$ cat src/hdl/mtf_pkg.sv
// Shared types and constants of the minimum-tracking queue.
package mtf_pkg;

   localparam int VALUE_W = 32;
   localparam int COUNT_W = 11;

   // Command codes carried in the kind field of an input item.
   localparam logic [1:0] KIND_ENQ = 2'd0;
   localparam logic [1:0] KIND_DEQ = 2'd1;
   localparam logic [1:0] KIND_CLR = 2'd2;
   localparam logic [1:0] KIND_QRY = 2'd3;

   localparam logic STATUS_OK  = 1'b0;
   localparam logic STATUS_ERR = 1'b1;

   typedef struct packed {
      logic [1:0]                kind;
      logic signed [VALUE_W-1:0] value;
   } req_type;

   typedef struct packed {
      logic                      status;
      logic signed [VALUE_W-1:0] popped;
      logic signed [VALUE_W-1:0] front_value;
      logic signed [VALUE_W-1:0] min_value;
      logic [COUNT_W-1:0]        count;
      logic                      empty_res;
   } rsp_type;

   // Commands from the controller to the datapath.
   typedef struct packed {
      logic capture;
      logic enq_write;
      logic cand_pop;
      logic cand_push;
      logic deq;
      logic refresh;
      logic clear;
      logic set_err;
      logic emit;
   } cmd_type;

   // Status from the datapath to the controller.
   typedef struct packed {
      logic [1:0] kind;
      logic       full;
      logic       empty;
      logic       cand_none;
      logic       gt_cached;
      logic       gt_read;
      logic       out_free;
   } stat_type;

endpackage

$ cat src/hdl/mtf_controller.sv
// Controller of the minimum-tracking queue: sequences each item through the datapath.
module mtf_controller (
   input  logic              clock,
   input  logic              reset,
   input  logic              req_valid,
   output logic              req_ready,
   input  mtf_pkg::stat_type stat,
   output mtf_pkg::cmd_type  cmd
);

   typedef enum logic [1:0] {
      IDLE,
      EXEC,
      TRIM,
      FETCH
   } state_type;

   state_type state_ff, state_in;
   logic      pending_ff, pending_in;

   always_comb begin
      cmd        = '0;
      state_in   = state_ff;
      pending_in = pending_ff;
      req_ready  = 1'b0;
      unique case (state_ff)
         IDLE: begin
            // A finished result moves to the output register once the register is free.
            if (pending_ff && stat.out_free) begin
               cmd.emit   = 1'b1;
               pending_in = 1'b0;
            end
            req_ready = !pending_ff || stat.out_free;
            if (req_valid && req_ready) begin
               cmd.capture = 1'b1;
               state_in    = EXEC;
            end
         end
         EXEC: begin
            unique case (stat.kind)
               mtf_pkg::KIND_ENQ: begin
                  if (stat.full) begin
                     cmd.set_err = 1'b1;
                     pending_in  = 1'b1;
                     state_in    = IDLE;
                  end else begin
                     cmd.enq_write = 1'b1;
                     if (stat.cand_none || !stat.gt_cached) begin
                        cmd.cand_push = 1'b1;
                        pending_in    = 1'b1;
                        state_in      = IDLE;
                     end else begin
                        cmd.cand_pop = 1'b1;
                        state_in     = TRIM;
                     end
                  end
               end
               mtf_pkg::KIND_DEQ: begin
                  if (stat.empty) begin
                     cmd.set_err = 1'b1;
                     pending_in  = 1'b1;
                     state_in    = IDLE;
                  end else begin
                     cmd.deq  = 1'b1;
                     state_in = FETCH;
                  end
               end
               mtf_pkg::KIND_CLR: begin
                  cmd.clear  = 1'b1;
                  pending_in = 1'b1;
                  state_in   = IDLE;
               end
               mtf_pkg::KIND_QRY: begin
                  pending_in = 1'b1;
                  state_in   = IDLE;
               end
            endcase
         end
         TRIM: begin
            // Drop tail candidates strictly greater than the new value, one per cycle.
            if (stat.cand_none || !stat.gt_read) begin
               cmd.cand_push = 1'b1;
               pending_in    = 1'b1;
               state_in      = IDLE;
            end else begin
               cmd.cand_pop = 1'b1;
            end
         end
         FETCH: begin
            cmd.refresh = 1'b1;
            pending_in  = 1'b1;
            state_in    = IDLE;
         end
      endcase
   end

   always_ff @(posedge clock) begin
      if (reset) begin
         state_ff   <= IDLE;
         pending_ff <= 1'b0;
      end else begin
         state_ff   <= state_in;
         pending_ff <= pending_in;
      end
   end

endmodule

$ cat config.mk
export PLATFORM = sky130hd
export DESIGN_NAME = mtf_controller
export DESIGN_NICKNAME = d
export VERILOG_FILES = /design/src/hdl/mtf_pkg.sv /design/src/hdl/mtf_controller.sv
export SDC_FILE = /design/constraint.sdc
export NUM_CORES = 1
export LEC_CHECK = 0
export ABC_AREA = 1
export BUFFER_PORTS_ARGS = -buffer_cell sky130_fd_sc_hd__buf_4
export CAP_MARGIN = 10
export CORE_AREA = 5 5 42 44
export CTS_CLUSTER_DIAMETER = 30
export DETAILED_ROUTE_END_ITERATION = 12
export DIE_AREA = 0 0 47 49
export GPL_TIMING_DRIVEN = 1
export SYNTH_ARGS = -nofsm -noshare
export SYNTH_HDL_FRONTEND = slang
export SYNTH_SLANG_ARGS = --single-unit
$ cat constraint.sdc
create_clock -name clock -period 3.9 [get_ports clock]
set_input_delay 0.78 -clock clock [delete_from_list [all_inputs] [get_ports clock]]
set_output_delay 0.78 -clock clock [all_outputs]
set_load 0.02 [all_outputs]
---- Word level (Yosys, flattened, before mapping) ----
Index checks and enable logic that the tools add are counted.
operators by class
  equality and inequality tests ........... 11
  mux-type cells .......................... 36
  reductions and logical operators ........ 13
operators by type and width
  kind                                                              number
  1-bit two-way mux                                                 22
  2-bit two-way mux                                                 6
  2-bit == test (second input constant)                             4
  2-bit case mux with 4 select lines                                1
  3-bit two-way mux                                                 2
  2-bit != test (second input constant)                             3
  2-bit case mux with 3 select lines                                1
  2-bit by 1-bit == test with 1-bit output (second input constant)  2
  2-bit logical NOT                                                 2
  4-bit != test (second input constant)                             1
  1-bit case mux with 4 select lines                                1
  2-bit case mux with 2 select lines                                1
  4-bit AND reduction                                               1
  1-bit logical NOT                                                 3
  1-bit logical OR                                                  3
  3-bit != test (second input constant)                             1
  1-bit case mux with 3 select lines                                1
  1-bit logical AND                                                 2
  1-bit case mux with 2 select lines                                1
  2-bit AND reduction                                               1
  2-bit OR reduction                                                1
storage, ports and cells
  register bits ........................... 3
  input bits .............................. 11
  logic and storage cells ................. 62

---- Depth between registers and ports, before layout ----
  depth after elaboration ................. 6
  mapped depth ............................ 8
  depth with buffers taken out ............ 8

---- Worst setup path before layout ----
OpenSTA, ideal clock, no wires.
  path type ............................... in2out
  start point ............................. input stat[7] (netlist name)
  end point ............................... output cmd[7] (netlist name)
  stages .................................. 3
  data required time ...................... 3120 ps
  setup slack ............................. 1708 ps
  arrival ................................. 1412 ps
  cell sequence ........................... nor2_4 > inv_1 > nor3_1
RTL lines
  item         line                 source
  from (decl)  mtf_controller.sv:7  input mtf_pkg::stat_type stat,
  to (decl)    mtf_controller.sv:8  output mtf_pkg::cmd_type cmd

==> flow_summary.yaml <==
sta:
  whs_ns: 0.5467
  fin_skew_ns: 0.0005704
  fmax_mhz: 430.3
  rsz0062_at_grt: "no"
  hold_viol: 0
  setup_violations: 0
  tightest_slew_ns: 0.2092
  slew_headroom_pct: 86.06
  setup_tns_ns: 0
  period_share_pct: 59.58
  slew_viol_final: 0
  final_period_minus_worst_setup_slack_ns: 2.324
floorplan:
  placementRows: 14
  dieArea_um2: 2303
  die_y_um: 49
  boundaryPins: 21
  start_util_pct: 30.71
  die_x_um: 47
  fp.coreArea_um2: 1401
global_routing:
  gr-total-overflow: 0
  antenna_found_initial: 0
  grt_pass1_vias: 451
  grt_use_total_pct: 9.775
  grt_first_pass_wirelength_mm: 1.731
  grt_max_degree: 6
power:
  switching_share_pct: 48.36
  power_frac_seq_pct: 18.2
  pwr-share-clk_pct: 16.5
  power_density_nw_per_um2: 505.0
  power.leakage_nw: 0.3384
  peakVddDrop_v: 0.0002235
  p_int_mw: 0.1635
  p_sw_mw: 0.1531
  finalPower_mw: 0.3165
  power_frac_comb_pct: 65.3
hold_path:
  hold_path.class: "reg2reg"
  whs_path_depth: 2
  hp-start: "state_ff[0]"
  min_to: "state_ff[0]"
final_layout:
  final_layout_size_suffix_gt1_share_pct: 32.98
  finalNetCount: 112
  area_growth_pct: 45.64
  layout_common_cells: "buf_4 (20), inv_1 (16), nand2_1 (11)"
  antenna_cells: 0
  final_area_um2: 626.9
  final_common_cell: "buf_4"
clock_tree:
  post_cts_resized: 0
  clkTransAtPathRegs_ns: 0.03
  cts_max_level: 1
  clk_path_buf_depth: 2
  clock_latency_ns: 0.23
  cts_root_buf: "clkbuf_4"
  numCtsBuffers: 3
  postCtsHoldBufs: 0
  cts_num_sinks: 3
  postCtsSetupRepairBufs: 0
  cts_tree: "yes"
yosys:
  yosysTopAreaCellShare_pct: 17.44
  ys_types: 17
  yosysTopAreaCell: "ha_1"
  yosysSeqAreaShare_pct: 13.95
  ys_top_cells_by_area: "ha_1 (17%), dfxtp_1 (14%), inv_1 (14%)"
  syn_inst: 70
  synth_area_um2: 430.4
  synth.avg_cell_area_um2: 6.149
  yosysWarnings: 0
  syn_nets: 87
  synth-seq-cells: 3
drt:
  via_count: 478
  drc_errors: 0
  routed_wl_um: 998
  routedWlPerCell_um: 9.073
  ant_nets: 0
  viasPerCell: 4.345
  drt_iter0_drc: 8
  drt_first_pass_iters: 4
worst_setup_path:
  crit_path_start: "stat[7]"
  cp.depth: 7
  path_buf_inv: 2
  cp_cell_sequence: "buf_4, nor2_4, nand2_2, nor2_2, nor2_2, nor2_1, buf_4"
  path_class: "in2out"
  cpMaxStageDelayCell: "buf_4"
  ff2ff_setup_slack_ns: 2.52
  crit_fanout: 4
  arrival_ns: 1.54
  r2r-end: "pending_ff"
  startpoint_type: "input port"
  required_ns: 3.12
  end_kind: "primary output"
  worst_path_largest_cell_delay_ns: 0.16
  rr_startpoint: "state_ff[0]"
  cpLargestDelayFamily: "simple AND/OR/NAND/NOR gates"
  r2r_cells: 8
place:
  portBuffers: 20
  hpwl_um: 875
  place.gp.congestion: 0.8228
  place_area_um2: 600.6
flow_run:
  maxCapViolations: 0
run_status:
  run_status: "completed"
[through the flow]
stage               instances  setup WS (ns)  utilization [%]
floorplan                  70          1.708                -
global placement          106          1.579            42.86
detailed placement        106          1.582            42.86
CTS                       110          1.573            44.73
global route              110          1.487            44.73
finish                    110          1.576            44.73
[logic make-up after synthesis]
group / after synthesis / share of synthesized area, %
AO/OA/AOI/OAI: 12 / 14.83
adder cells (fa/ha/maj): 6 / 17.44
buffers and inverters: 16 / 13.95
flip-flops: 3 / 13.95
AND/OR/NAND/NOR: 33 / 39.83
[worst max path at each step]
stage	endpoint	slack (ns)
detailed placement	cmd[6]	1.58
CTS	cmd[6]	1.57
finish	cmd[6]	1.58
global placement	cmd[6]	1.58
floorplan	cmd[7]	1.71
global route	cmd[6]	1.49
[registers in the layout, summed over array words and instances, names as in the netlist]
name	cells
state_ff	2
pending_ff	1
[metal layers]
| metal | routed length (µm) | GRT usage [%] | share of wire (%) | up-vias |
|---|---|---|---|---|
| met3 | 63 | 2.583 | 6.3 | 0 |
| met1 | 487 | 12.47 | 49 | 201 |
| li1 | - | - | - | 265 |
| met2 | 447 | 14.93 | 45 | 12 |
| met5 | 0 | 0 | 0 | - |
| met4 | 0 | 4.147 | 0 | 0 |
[Yosys cell counts, drive strengths merged]
cell / n
inv: 16
nand3: 4
o21ai: 4
ha: 6
nand2: 12
nor3: 3
dfxtp: 3
nand3b: 1
nor2: 13
a21oi: 8
[power groups by stage]
stage | registers (mW) | clock network, mW | logic (mW)
6_report | 0.0575 | 0.0522 | 0.207
5_1_grt | 0.0595 | 0.0592 | 0.237
2_1_floorplan | 0.0546 | 0 | 0.145
4_1_cts | 0.0575 | 0.0553 | 0.209
3_3_place_gp | 0.0579 | 0 | 0.208
3_5_place_dp | 0.0580 | 0 | 0.208
[final cells by class]
cell class | count | area (µm²)
well taps | 16 | 20.02
fillers | 169 | 774.5
clock buffers | 4 | 26.28
inverters | 16 | 60.06
flip-flops and latches | 3 | 60.06
multi-input cells | 51 | 310.3
repair buffers | 20 | 150.1
[worst register-to-register path, stage by stage, from the launching register on]
cell and delay, ns:
dfxtp_1 0.40, inv_1 0.11, ha_1 0.22, inv_1 0.10, a21oi_1 0.05, a21oi_1 0.19, nand3_2 0.09, nand2_1 0.06
nor2_1 0.03
Power figures use the tool's default switching activity.
